--- src/rtl/dsq_pkg.sv ---
// Shared types, constants and the exponential node table of the depth sample quantizer.
// Used by every module of the block; depends on nothing else.
package dsq_pkg;

  localparam int EXP_TABLE_BITS = 10;
  localparam int EXP_SHIFT      = 24 - EXP_TABLE_BITS;
  localparam int EXP_NODES      = (1 << EXP_TABLE_BITS) + 1;
  localparam int EXP_IDX_W      = EXP_TABLE_BITS + 1;

  localparam logic [63:0] ONE_Q32   = 64'h0000_0001_0000_0000;
  localparam logic [63:0] LN2_Q32   = 64'd2977044472;
  localparam logic [30:0] LOG2E_Q30 = 31'd1549082005;
  localparam logic [24:0] ONE_Q24   = 25'h100_0000;
  localparam logic [32:0] ONE_E     = 33'h1_0000_0000;
  localparam logic [8:0]  EXP_MAX_SHIFT = 9'd40;

  localparam int Q_DEPTH   = 4;
  localparam int Q_PTR_W   = 2;
  localparam int Q_CNT_W   = 3;
  localparam int DIV_STEP  = 2;
  localparam int DIV_STAGES = 32 / DIV_STEP;

  typedef enum logic [2:0] {
    REG_USER_SCALE = 3'd0,
    REG_USER_BIAS  = 3'd1,
    REG_HW_RECIP   = 3'd2,
    REG_HW_BIAS    = 3'd3,
    REG_LOG_SCALE  = 3'd4,
    REG_OUT_BYTES  = 3'd5
  } reg_idx_t;

  typedef enum logic [1:0] {
    KIND_ZERO   = 2'd0,
    KIND_MAX    = 2'd1,
    KIND_LINEAR = 2'd2,
    KIND_CURVE  = 2'd3
  } kind_t;

  typedef struct packed {
    logic signed [23:0] user_scale;
    logic signed [31:0] user_bias;
    logic signed [23:0] hw_scale_recip;
    logic signed [31:0] hw_bias;
    logic signed [15:0] log_scale;
    logic [2:0]         out_bytes;
  } cfg_t;

  typedef struct packed {
    kind_t       kind;
    logic [23:0] ux;
    logic [31:0] arg_a;
  } q_item_t;

  typedef struct packed {
    kind_t       kind;
    logic [31:0] lin;
  } tag_t;

  typedef logic [32:0] node_t;
  typedef node_t node_tab_t [EXP_NODES];

  function automatic logic [31:0] max_code(input logic [2:0] ob);
    logic [31:0] m;
    case (ob)
      3'd2:    m = 32'h0000_FFFF;
      3'd3:    m = 32'h00FF_FFFF;
      3'd4:    m = 32'hFFFF_FFFF;
      default: m = 32'h0000_00FF;
    endcase
    return m;
  endfunction

  function automatic logic signed [31:0] sat32(input logic signed [47:0] v);
    logic signed [31:0] r;
    if (v > 48'sd2147483647) begin
      r = 32'sh7FFF_FFFF;
    end else if (v < -48'sd2147483648) begin
      r = 32'sh8000_0000;
    end else begin
      r = v[31:0];
    end
    return r;
  endfunction

  function automatic node_t pow2neg_node(input logic [63:0] t);
    logic [63:0]        g;
    logic [63:0]        term;
    logic signed [65:0] sum;
    g    = (t * LN2_Q32) >> 24;
    term = ONE_Q32;
    sum  = 66'(ONE_Q32);
    for (int n = 1; n <= 12; n++) begin
      term = (term * g) >> 32;
      case (n)
        1:       term = term / 1;
        2:       term = term / 2;
        3:       term = term / 3;
        4:       term = term / 4;
        5:       term = term / 5;
        6:       term = term / 6;
        7:       term = term / 7;
        8:       term = term / 8;
        9:       term = term / 9;
        10:      term = term / 10;
        11:      term = term / 11;
        default: term = term / 12;
      endcase
      if (n % 2 == 1) begin
        sum = sum - $signed({2'b00, term});
      end else begin
        sum = sum + $signed({2'b00, term});
      end
    end
    if (sum < 0) begin
      sum = '0;
    end
    return node_t'(sum);
  endfunction

  function automatic node_tab_t build_nodes();
    node_tab_t tab;
    for (int i = 0; i < EXP_NODES; i++) begin
      tab[i] = pow2neg_node(64'(i) << EXP_SHIFT);
    end
    return tab;
  endfunction

  localparam node_tab_t EXP_NODE = build_nodes();

endpackage

--- src/rtl/dsq_queue.sv ---
// Short queue that decouples the front part from the back part.
// Depends on dsq_pkg.
module dsq_queue import dsq_pkg::*; (
  input  logic    clk,
  input  logic    rst_n,
  input  logic    push,
  input  q_item_t push_item,
  output logic    full,
  input  logic    pop,
  output logic    valid,
  output q_item_t pop_item
);

  q_item_t              mem_r [Q_DEPTH];
  logic [Q_PTR_W-1:0]   wr_r, rd_r;
  logic [Q_CNT_W-1:0]   cnt_r;

  assign full     = (cnt_r == Q_CNT_W'(Q_DEPTH));
  assign valid    = (cnt_r != '0);
  assign pop_item = mem_r[rd_r];

  always_ff @(posedge clk) begin
    if (!rst_n) begin
      wr_r  <= '0;
      rd_r  <= '0;
      cnt_r <= '0;
    end else begin
      if (push) begin
        wr_r <= wr_r + 1'b1;
      end
      if (pop) begin
        rd_r <= rd_r + 1'b1;
      end
      if (push && !pop) begin
        cnt_r <= cnt_r + 1'b1;
      end else if (pop && !push) begin
        cnt_r <= cnt_r - 1'b1;
      end
    end
    if (push) begin
      mem_r[wr_r] <= push_item;
    end
  end

endmodule

--- config.mk ---
export PLATFORM = sky130hd
export DESIGN_NAME = dsq_queue
export DESIGN_NICKNAME = d
export VERILOG_FILES = /design/src/rtl/dsq_pkg.sv /design/src/rtl/dsq_queue.sv
export SDC_FILE = /design/constraint.sdc
export NUM_CORES = 1
export LEC_CHECK = 0
export BUFFER_PORTS_ARGS = -buffer_cell sky130_fd_sc_hd__buf_2
export CAP_MARGIN = 40
export CELL_PAD_IN_SITES_DETAIL_PLACEMENT = 1
export CELL_PAD_IN_SITES_GLOBAL_PLACEMENT = 1
export CORE_ASPECT_RATIO = 0.7
export CORE_MARGIN = 2
export CORE_UTILIZATION = 50
export CTS_CLUSTER_SIZE = 16
export DETAILED_ROUTE_END_ITERATION = 8
export MAX_ROUTING_LAYER = met4
export PLACE_DENSITY_LB_ADDON = 0.1
export SYNTH_ARGS = -nofsm -noshare
export SYNTH_HDL_FRONTEND = slang
export SYNTH_SLANG_ARGS = --single-unit
--- constraint.sdc ---
create_clock -name clk -period 3.14 [get_ports clk]
set_clock_uncertainty 0.2 [all_clocks]
set_input_delay 0.314 -clock clk [delete_from_list [all_inputs] [get_ports clk]]
set_output_delay 0.314 -clock clk [all_outputs]
set_load 0.02 [all_outputs]
==> flow_metrics.tcl, run 1 <==
set metrics [dict create \
    chipWidth_um 162.9 \
    postSynthAreaPerCell_um2 25.55 \
    start_util_pct 51.34 \
    setup_viol 0 \
    wl_per_cell_um 21.54 \
    end_kind "primary output" \
    postSynthCellCount 346 \
    reg2reg_slack_ns 1.28 \
    path_class "reg -> out" \
    power_density_nw_per_um2 659.5 \
    clk_pin_slew_ns 0.07 \
    post_cts_resized 0 \
    rsz0062_at_grt "false" \
    slew_viol_final 0 \
    place.gp.congestion 0.7618 \
    worst_pin_slew_ns 0.6262 \
    worstHoldPathCells 3 \
    final_cell_mix "edfxtp_1, buf_2, dlygate4sd3_1" \
    ir_drop_uv 389.7 \
    drv_cap 0 \
    cts_setup_buffers 0 \
    synth-seq-cells 241 \
    rows 40 \
    power_mw 7.360 \
    via_per_inst 5.270 \
    coreArea_um2 17220 \
    r2r_end "mem_r[0][19]" \
    drt-total-wl_um 17100 \
    grt_usage_pct 19.85 \
    port_buffers 121 \
    nNetsFinal 614 \
    dp.final_hpwl_um 9995 \
    cts.path.max_buffers 3 \
    firstDrtPassIters 4 \
    io_pins 122 \
    antenna_found_initial 1 \
    met3_usage_pct 4.690 \
    drt-initial-drc-count 286 \
    h-tree-depth 1 \
    vias 4184 \
    final_hold_viol_count 0 \
    p_leak_nw 3.829 \
    grt-ovfl-total 0 \
    hp-start "push" \
    antenna_left 0 \
    die_h_um 115.2 \
    crit_fanout 22 \
    yosysWarnings 0 \
    n_fill_cell 1420 \
    syn_nets 414 \
    worstPathRequired_ns 2.63 \
    clkSinkCount 241 \
    clockRootBuffer "clkbuf_16" \
    drc 0 \
    grt_first_pass_wirelength_um 26850 \
    status "complete, no violations" \
    fin_crit_ns 2.645 \
    met2_usage_pct 31.38 \
    numCtsBuffers 22 \
    final_layout_size_suffix_gt1_share_pct 39.68 \
    final_util_pct 64.83 \
    critPathLaunchType "register" \
    seq_area_frac_synth_pct 80.85 \
    area_growth_pct 26.26 \
    worstReg2RegStart "wr_r[0]" \
    syn_area_um2 8840 \
    grt_max_degree 48 \
    grt_pass1_vias 4695 \
    max-slew-margin-rel_pct 58.25 \
    worstSkewPairLatency_ns 0.50 \
    mostFrequentLayoutCell "edfxtp_1" \
    min-delay-path-class "in -> reg" \
    synth_cell_type_count 21 \
    fmax_mhz 378.1 \
    period_share_pct 84.23 \
    grt_use_met1_pct 26.73 \
    ctsHoldBuffers 60 \
    busiest_layer "met2" \
    holdPathEnd "wr_r[1]" \
    fin_setup_tns_ns 0 \
    tritoncts "done" \
    reg2reg_depth 4 \
    arrival_ns 2.13 \
    dieArea_um2 18780 \
]
## through the flow
stage	instances	hold WS, ns	worst slack (ns)	area (um^2)
final	794	0.04651	0.4953	11160
after global placement	689	0.2883	0.9912	9697
after detailed placement	693	0.3270	1.014	9807
after floorplan	346	0.2129	0.6063	8840
after global routing	794	0.09048	0.3859	11160
after CTS	793	0.03722	0.4504	11160
## cell usage after synthesis (all sizes together)
cell type | number | share of area, %
inv | 4 | 0.17
nor3b | 1 | 0.085
mux2i | 2 | 0.23
xnor2 | 2 | 0.20
o21ai | 1 | 0.057
fa | 1 | 0.23
mux4 | 58 | 15
nor2b | 2 | 0.14
edfxtp | 232 | 79
nand2 | 1 | 0.042
and2 | 9 | 0.64
xor2 | 3 | 0.30
or3 | 2 | 0.14
ha | 5 | 0.71
a21boi | 1 | 0.085
buf | 13 | 1.4
dfxtp | 9 | 2.0
## kinds of logic after synthesis
group                    Yosys count  share of synthesized area (%)
buffers and inverters             17                          1.529
AO/OA/AOI/OAI                      2                         0.1415
flip-flops                       241                          80.85
XOR/XNOR                           5                         0.4955
multiplexers                      60                          15.00
adder cells (fa/ha/maj)            6                         0.9342
AND/OR/NAND/NOR                   15                          1.047
## registers in the layout, summed over array words and instances (netlist names), named ones only
register  cells
cnt_r         3
mem_r       232
rd_r          2
wr_r          2
## routing by layer
metal	routed length [um]	part of all wire, %
met5	0	0
met4	267	1.6
met1	7570	44
met2	8241	48
met3	1024	6.0
## worst max-delay path, stage by stage, from the launching register on
cell	delay (ns)
dfxtp_2	0.73
buf_4	0.36
mux4_2	0.35
buf_2	0.18
## worst max path at each step
stage / startpoint / endpoint / slack, ns / cells after the start
global route: register / pop_item[33] / 0.39 / 3
detailed placement: register / pop_item[2] / 1.01 / 3
finish: register / pop_item[41] / 0.50 / 3
CTS: register / pop_item[41] / 0.45 / 3
global placement: register / pop_item[33] / 0.99 / 3
floorplan: wr_r[0] / mem_r[2][0] / 0.61 / 3
## final cells by class
cell class / instances / area, um^2 / area share [%]
clock buffers: 27 / 590.6 / 5.291
flip-flops and latches: 241 / 7152 / 64.08
repair buffers: 189 / 1384 / 12.40
diodes: 1 / 2.502 / 0.02242
clock inverters: 13 / 160.2 / 1.435
inverters: 4 / 15.01 / 0.1345
multi-input cells: 88 / 1568 / 14.05
well taps: 231 / 289.0 / 2.590
## power breakdown
part	internal (mW)	leakage (nW)	switching, mW	total (mW)
clock	1.66	0.362	1.10	2.76
sequential	3.69	2.21	0.0547	3.74
combinational	0.385	1.26	0.471	0.856
(Power assumes the default switching activity.)
==> run 2, diff against run 1 <==
CORE_UTILIZATION = 45   (was 50)
clock period = 2.4 ns   (was 3.14 ns; I/O delays follow)
==> run 2 against run 1 <==
Against the previous run: wire length is 0.83% lower; clock power is 41% higher; critical path depth stayed put; utilization is 5.6 points lower; highest routed layer unchanged; worst hold slack better by 0.25 ns; power is 35% higher; combinational power is 33% higher; largest cell class unchanged.
==> flow_metrics.tcl, run 2 (synthesis gave the netlist of run 1 again) <==
set metrics [dict create \
    status "complete, no violations" \
    hp-start "push_item[27]" \
    max-slew-margin-rel_pct 67.54 \
    firstDrtPassIters 6 \
    io_pins 122 \
    nNetsFinal 621 \
    reg_top3 "mem_r x232, cnt_r x3" \
    end_kind "primary output" \
    numCtsBuffers 23 \
    antenna_left 0 \
    worstSkewPairLatency_ns 0.49 \
    path_class "reg -> out" \
    placed_area_um2 9841 \
    h-tree-depth 1 \
    dp.final_hpwl_um 9326 \
    seqCellArea_um2 7152 \
    place.gp.congestion 0.6616 \
    post_cts_resized 0 \
    mostFrequentLayoutCell "edfxtp_1" \
    via_per_inst 5.078 \
    finish.instance_area_um2 11300 \
    rsz0062_at_grt "false" \
    slew_viol_final 0 \
    diodes 0 \
    grt_pass1_vias 4653 \
    critPathLaunchType "register" \
    hold_slack_ns 0.3004 \
    largest_reg_flops 232 \
    clkSinkCount 241 \
    n_fill_cell 1627 \
    fmax_mhz 433.8 \
    rows 42 \
    tritoncts "done" \
    ir_drop_uv 512.0 \
    coreArea_um2 19080 \
    antenna_found_initial 0 \
    fin_crit_ns 2.305 \
    power_mw 9.906 \
    chipWidth_um 171.5 \
    vias 4230 \
    start_util_pct 46.34 \
    top_register "mem_r" \
    final_cells 833 \
    clockRootBuffer "clkbuf_16" \
    grt-ovfl-total 0 \
    final_layout_size_suffix_gt1_share_pct 41.12 \
    min-delay-path-class "in -> reg" \
    drt-total-wl_um 16960 \
    power_density_nw_per_um2 876.6 \
    worst_pin_slew_ns 0.4869 \
    final_cell_mix "edfxtp_1, buf_2, dlygate4sd3_1" \
    final_hold_viol_count 0 \
    grt_first_pass_wirelength_um 25940 \
    crit_fanout 21 \
    dieArea_um2 20800 \
    fin_setup_tns_ns 0 \
    cts.path.max_buffers 3 \
    grt_usage_pct 17.18 \
    multi_input_area_um2 1563 \
    p_leak_nw 3.890 \
    drc 0 \
    arrival_ns 1.87 \
    area_growth_pct 27.83 \
    setup_viol 0 \
    drt-initial-drc-count 346 \
    grt_max_degree 59 \
    placed_cells 728 \
    wl_per_cell_um 20.36 \
    reg2reg_slack_ns 0.59 \
    clk_pin_slew_ns 0.06 \
    die_h_um 121.3 \
    port_buffers 121 \
    worstPathRequired_ns 1.96 \
    drv_cap 0 \
    worstReg2RegStart "wr_r[0]" \
    period_share_pct 96.05 \
]
run 2: cell types whose count changed in the layout (fill, tap and decap cells not counted):
cell           before  now
buf_12              3    8
and2_2              0    4
and2_4              4    0
buf_16              4    0
clkbuf_8            0    4
clkinv_1            6    2
buf_4               1    4
clkbuf_1            4    2
clkinv_2            2    4
dlygate4sd3_1      60   62
bufinv_16           4    5
diode_2             1    0
run 2: worst paths after layout:
check,to,depth (start not counted)
min reg2reg,cnt_r[2],2
min,mem_r[0][27],2
max,pop_item[13],3
max reg2reg,wr_r[1],5
run 2: area by class of cell:
class / count / share of cell area, %
Sequential cell: 241 / 63.29
Clock inverter: 12 / 1.639
Timing Repair Buffer: 195 / 12.53
Multi-Input combinational cell: 88 / 13.83
Inverter: 4 / 0.1329
Tap cell: 264 / 2.923
Clock buffer: 29 / 5.647
run 2: stage by stage:
step | utilization, % | setup slack [ns]
after floorplan | - | 0.4941
after CTS | 59.24 | 0.05252
after detailed placement | 51.59 | 0.4159
after global routing | 59.24 | 0.001704
after global placement | 51.59 | 0.4679
final | 59.24 | 0.09485
run 2: critical path: stages (launching register included):
cell and delay, ns:
dfxtp_4 0.41, buf_12 0.22, mux4_2 0.55, buf_2 0.18
run 2: where the power goes:
part           internal (mW)  total (mW)  leakage, nW  switching (mW)
Combinational          0.512        1.14         1.28           0.630
Sequential              4.83        4.88         2.21          0.0577
Clock                   2.41        3.88        0.404            1.46
Total                   7.75        9.91         3.89            2.15
run 2: metal layers:
layer / global-route usage [%] / part of all wire, % / up-vias
met5: - / 0 / -
li1: - / - / 1879
met2: 27.94 / 49 / 109
met3: 3.686 / 5.6 / 21
met1: 22.91 / 44 / 2221
met4: 3.178 / 1.3 / 0
run 2: what timing repair did:
action / CTS / global route
endpoints found under the setup margin: 38 / 0
hold buffers: 62 / 0
endpoints found under the hold margin: 241 / 0
buffers inserted: 2 / 0
==> run 3, diff against run 2 <==
==> constraint.sdc (replaced) <==
create_clock -name clk -period 2.4 [get_ports clk]
set_clock_uncertainty 0.2 [all_clocks]
set_input_delay 0.48 -clock clk [delete_from_list [all_inputs] [get_ports clk]]
set_output_delay 0.48 -clock clk [all_outputs]
set_load 0.02 [all_outputs]
==> run 3 against run 2 <==
Against the previous run: the run now ends with negative setup slack left; non-clock buffer count fell by 7; sequential cell count did not move; cell count fell by 0.84%; power fell by 1.7%; sequential power barely moved; combinational power rose by 18%; worst hold slack got worse by 0.28 ns; wire length rose by 2.5%; critical path depth rose by 1; utilization rose by 1.1 points; clock-buffer cell count rose by 4; critical path type unchanged; critical endpoint is now pop_item[18]; largest power group unchanged.
==> flow_metrics.tcl, run 3 (synthesis gave the netlist of run 1 again) <==
set metrics [dict create \
    antenna_found_initial 0 \
    period_share_pct 106.5 \
    final_hold_viol_count 0 \
    drc 0 \
    rsz0062_at_grt "true" \
    dieArea_um2 20800 \
    drt-initial-drc-count 311 \
    place.gp.congestion 0.6641 \
    antenna_left 0 \
    nNetsFinal 614 \
    top_register "mem_r" \
    fin_setup_tns_ns -6.814 \
    status "finished with violations" \
    fin_ws_ns -0.1569 \
    final_layout_size_suffix_gt1_share_pct 41.99 \
    coreArea_um2 19080 \
    drv_cap 0 \
    vias 4192 \
    cpMaxStageDelayCell "mux4_2" \
    final_cell_mix "edfxtp_1, buf_2, mux4_2" \
    path_buf_inv 3 \
    r2r_end "cnt_r[2]" \
    p_seq_share_pct 50.2 \
    numCtsBuffers 23 \
    fmax_mhz 391.1 \
    rows 42 \
    reg2reg_slack_ns 0.68 \
    port_buffers 121 \
    clk_pin_slew_ns 0.06 \
    critPathLaunchType "register" \
    chipWidth_um 171.5 \
    h-tree-depth 1 \
    p_leak_nw 3.946 \
    clockRootBuffer "clkbuf_16" \
    firstDrtPassIters 4 \
    crit_chain "buf_12 > buf_16 > mux4_2 > buf_6" \
    end_kind "primary output" \
    p_switching_mw 2.161 \
    p_sw_share_pct 22.19 \
    worstPathRequired_ns 1.72 \
    drt-total-wl_um 17380 \
    path_class "reg -> out" \
    grt_first_pass_wirelength_um 26390 \
    max-slew-margin-rel_pct 72.11 \
    internal_power_mw 7.578 \
    n_fill_cell 1607 \
    io_pins 122 \
    critPathMaxStageDelay_ns 0.55 \
    largest_reg_flops 232 \
    power_density_nw_per_um2 845.5 \
    cts.path.max_buffers 3 \
    ir_drop_uv 549.3 \
    placed_cells 727 \
    worstReg2RegStart "cnt_r[0]" \
    dp.final_hpwl_um 9282 \
    grt_usage_pct 17.66 \
    via_per_inst 5.075 \
    min-delay-path-class "in -> reg" \
    grt-ovfl-total 0 \
    wl_per_cell_um 21.04 \
    multi_input_area_um2 1563 \
    reg_top3 "mem_r x232, cnt_r x3" \
    grt_max_degree 59 \
    die_h_um 121.3 \
    crit_end "pop_item[18]" \
    tritoncts "done" \
    worstSkewPairLatency_ns 0.49 \
    p_clk_share_pct 36.0 \
    fin_crit_ns 2.557 \
    p_comb_share_pct 13.8 \
    grt_pass1_vias 4568 \
    diodes 0 \
    mostFrequentLayoutCell "edfxtp_1" \
    pre_cts_slack_ns 0.1871 \
    arrival_ns 1.88 \
    seqCellArea_um2 7152 \
    setup_viol 58 \
    cp_num_cells 4 \
    crit_family "multiplexers" \
    slew_viol_final 0 \
    clkSinkCount 241 \
    violations "negative setup slack" \
    start_util_pct 46.34 \
    worst_pin_slew_ns 0.4184 \
    final_cells 826 \
    area_growth_pct 30.30 \
    reg2reg_depth 4 \
    crit_fanout 7 \
]
==> run 3: cell types whose count changed in the layout (fill, tap and decap cells not counted) <==
cell	delta
buf_12	+2
buf_16	+4
dlygate4sd3_1	-14
buf_2	-39
clkbuf_8	-1
clkbuf_16	+3
clkinvlp_4	+1
clkbuf_1	+5
clkinv_2	-2
bufinv_16	-3
buf_6	+37
==> run 3: area by class of cell <==
type                       instances  share of cell area, %
clock buffer                      33                  5.583
clock inverter                     8                 0.8038
inverter                           4                 0.1304
multi-input combinational         88                  13.57
sequential                       241                  62.09
tap                              264                  2.868
timing repair buffer             188                  14.96
==> run 3: stage by stage <==
stage / power (mW) / hold WS (ns) / area (um^2) / utilization [%]
6_report: 9.739 / 0.01818 / 11520 / 60.38
5_1_grt: 10.10 / 0.004489 / 11520 / 60.38
4_1_cts: 9.742 / 0.001999 / 11270 / 59.08
3_5_place_dp: 6.049 / 0.3206 / 9846 / 51.61
3_3_place_gp: 6.017 / 0.2868 / 9846 / 51.61
2_1_floorplan: 5.646 / 0.2674 / 8845 / -
==> run 3: power groups by stage <==
| stage | Combinational [mW] | Clock, mW | Sequential [mW] |
|---|---|---|---|
| after global routing | 1.44 | 3.76 | 4.90 |
| after floorplan | 0.689 | 0 | 4.96 |
| after detailed placement | 1.06 | 0 | 4.99 |
| final | 1.35 | 3.51 | 4.88 |
| after global placement | 1.05 | 0 | 4.97 |
| after CTS | 1.24 | 3.61 | 4.89 |
==> run 3: how the worst min path moves through the flow <==
stage             startpoint            to  cells past startpoint
6_report       push_item[40]  mem_r[3][40]                      1
5_1_grt         push_item[9]   mem_r[3][9]                      1
4_1_cts        push_item[15]  mem_r[3][15]                      1
3_5_place_dp        cnt_r[2]      cnt_r[2]                      2
3_3_place_gp        cnt_r[2]      cnt_r[2]                      2
2_1_floorplan       cnt_r[2]      cnt_r[2]                      2
==> run 3: timing repair <==
action | in CTS | in global routing
buffers inserted | 5 | 0
hold endpoints to repair | 179 | 0
hold buffers | 48 | 0
endpoints found under the setup margin | 57 | 58
gates cloned | 3 | 3
gates resized for setup | 29 | 61
==> run 3: routing by layer <==
| metal | routed length, um | GRT usage [%] |
|---|---|---|
| met5 | 0 | - |
| met4 | 366 | 4.290 |
| met3 | 752 | 2.935 |
| met2 | 8395 | 27.99 |
| met1 | 7866 | 24.37 |
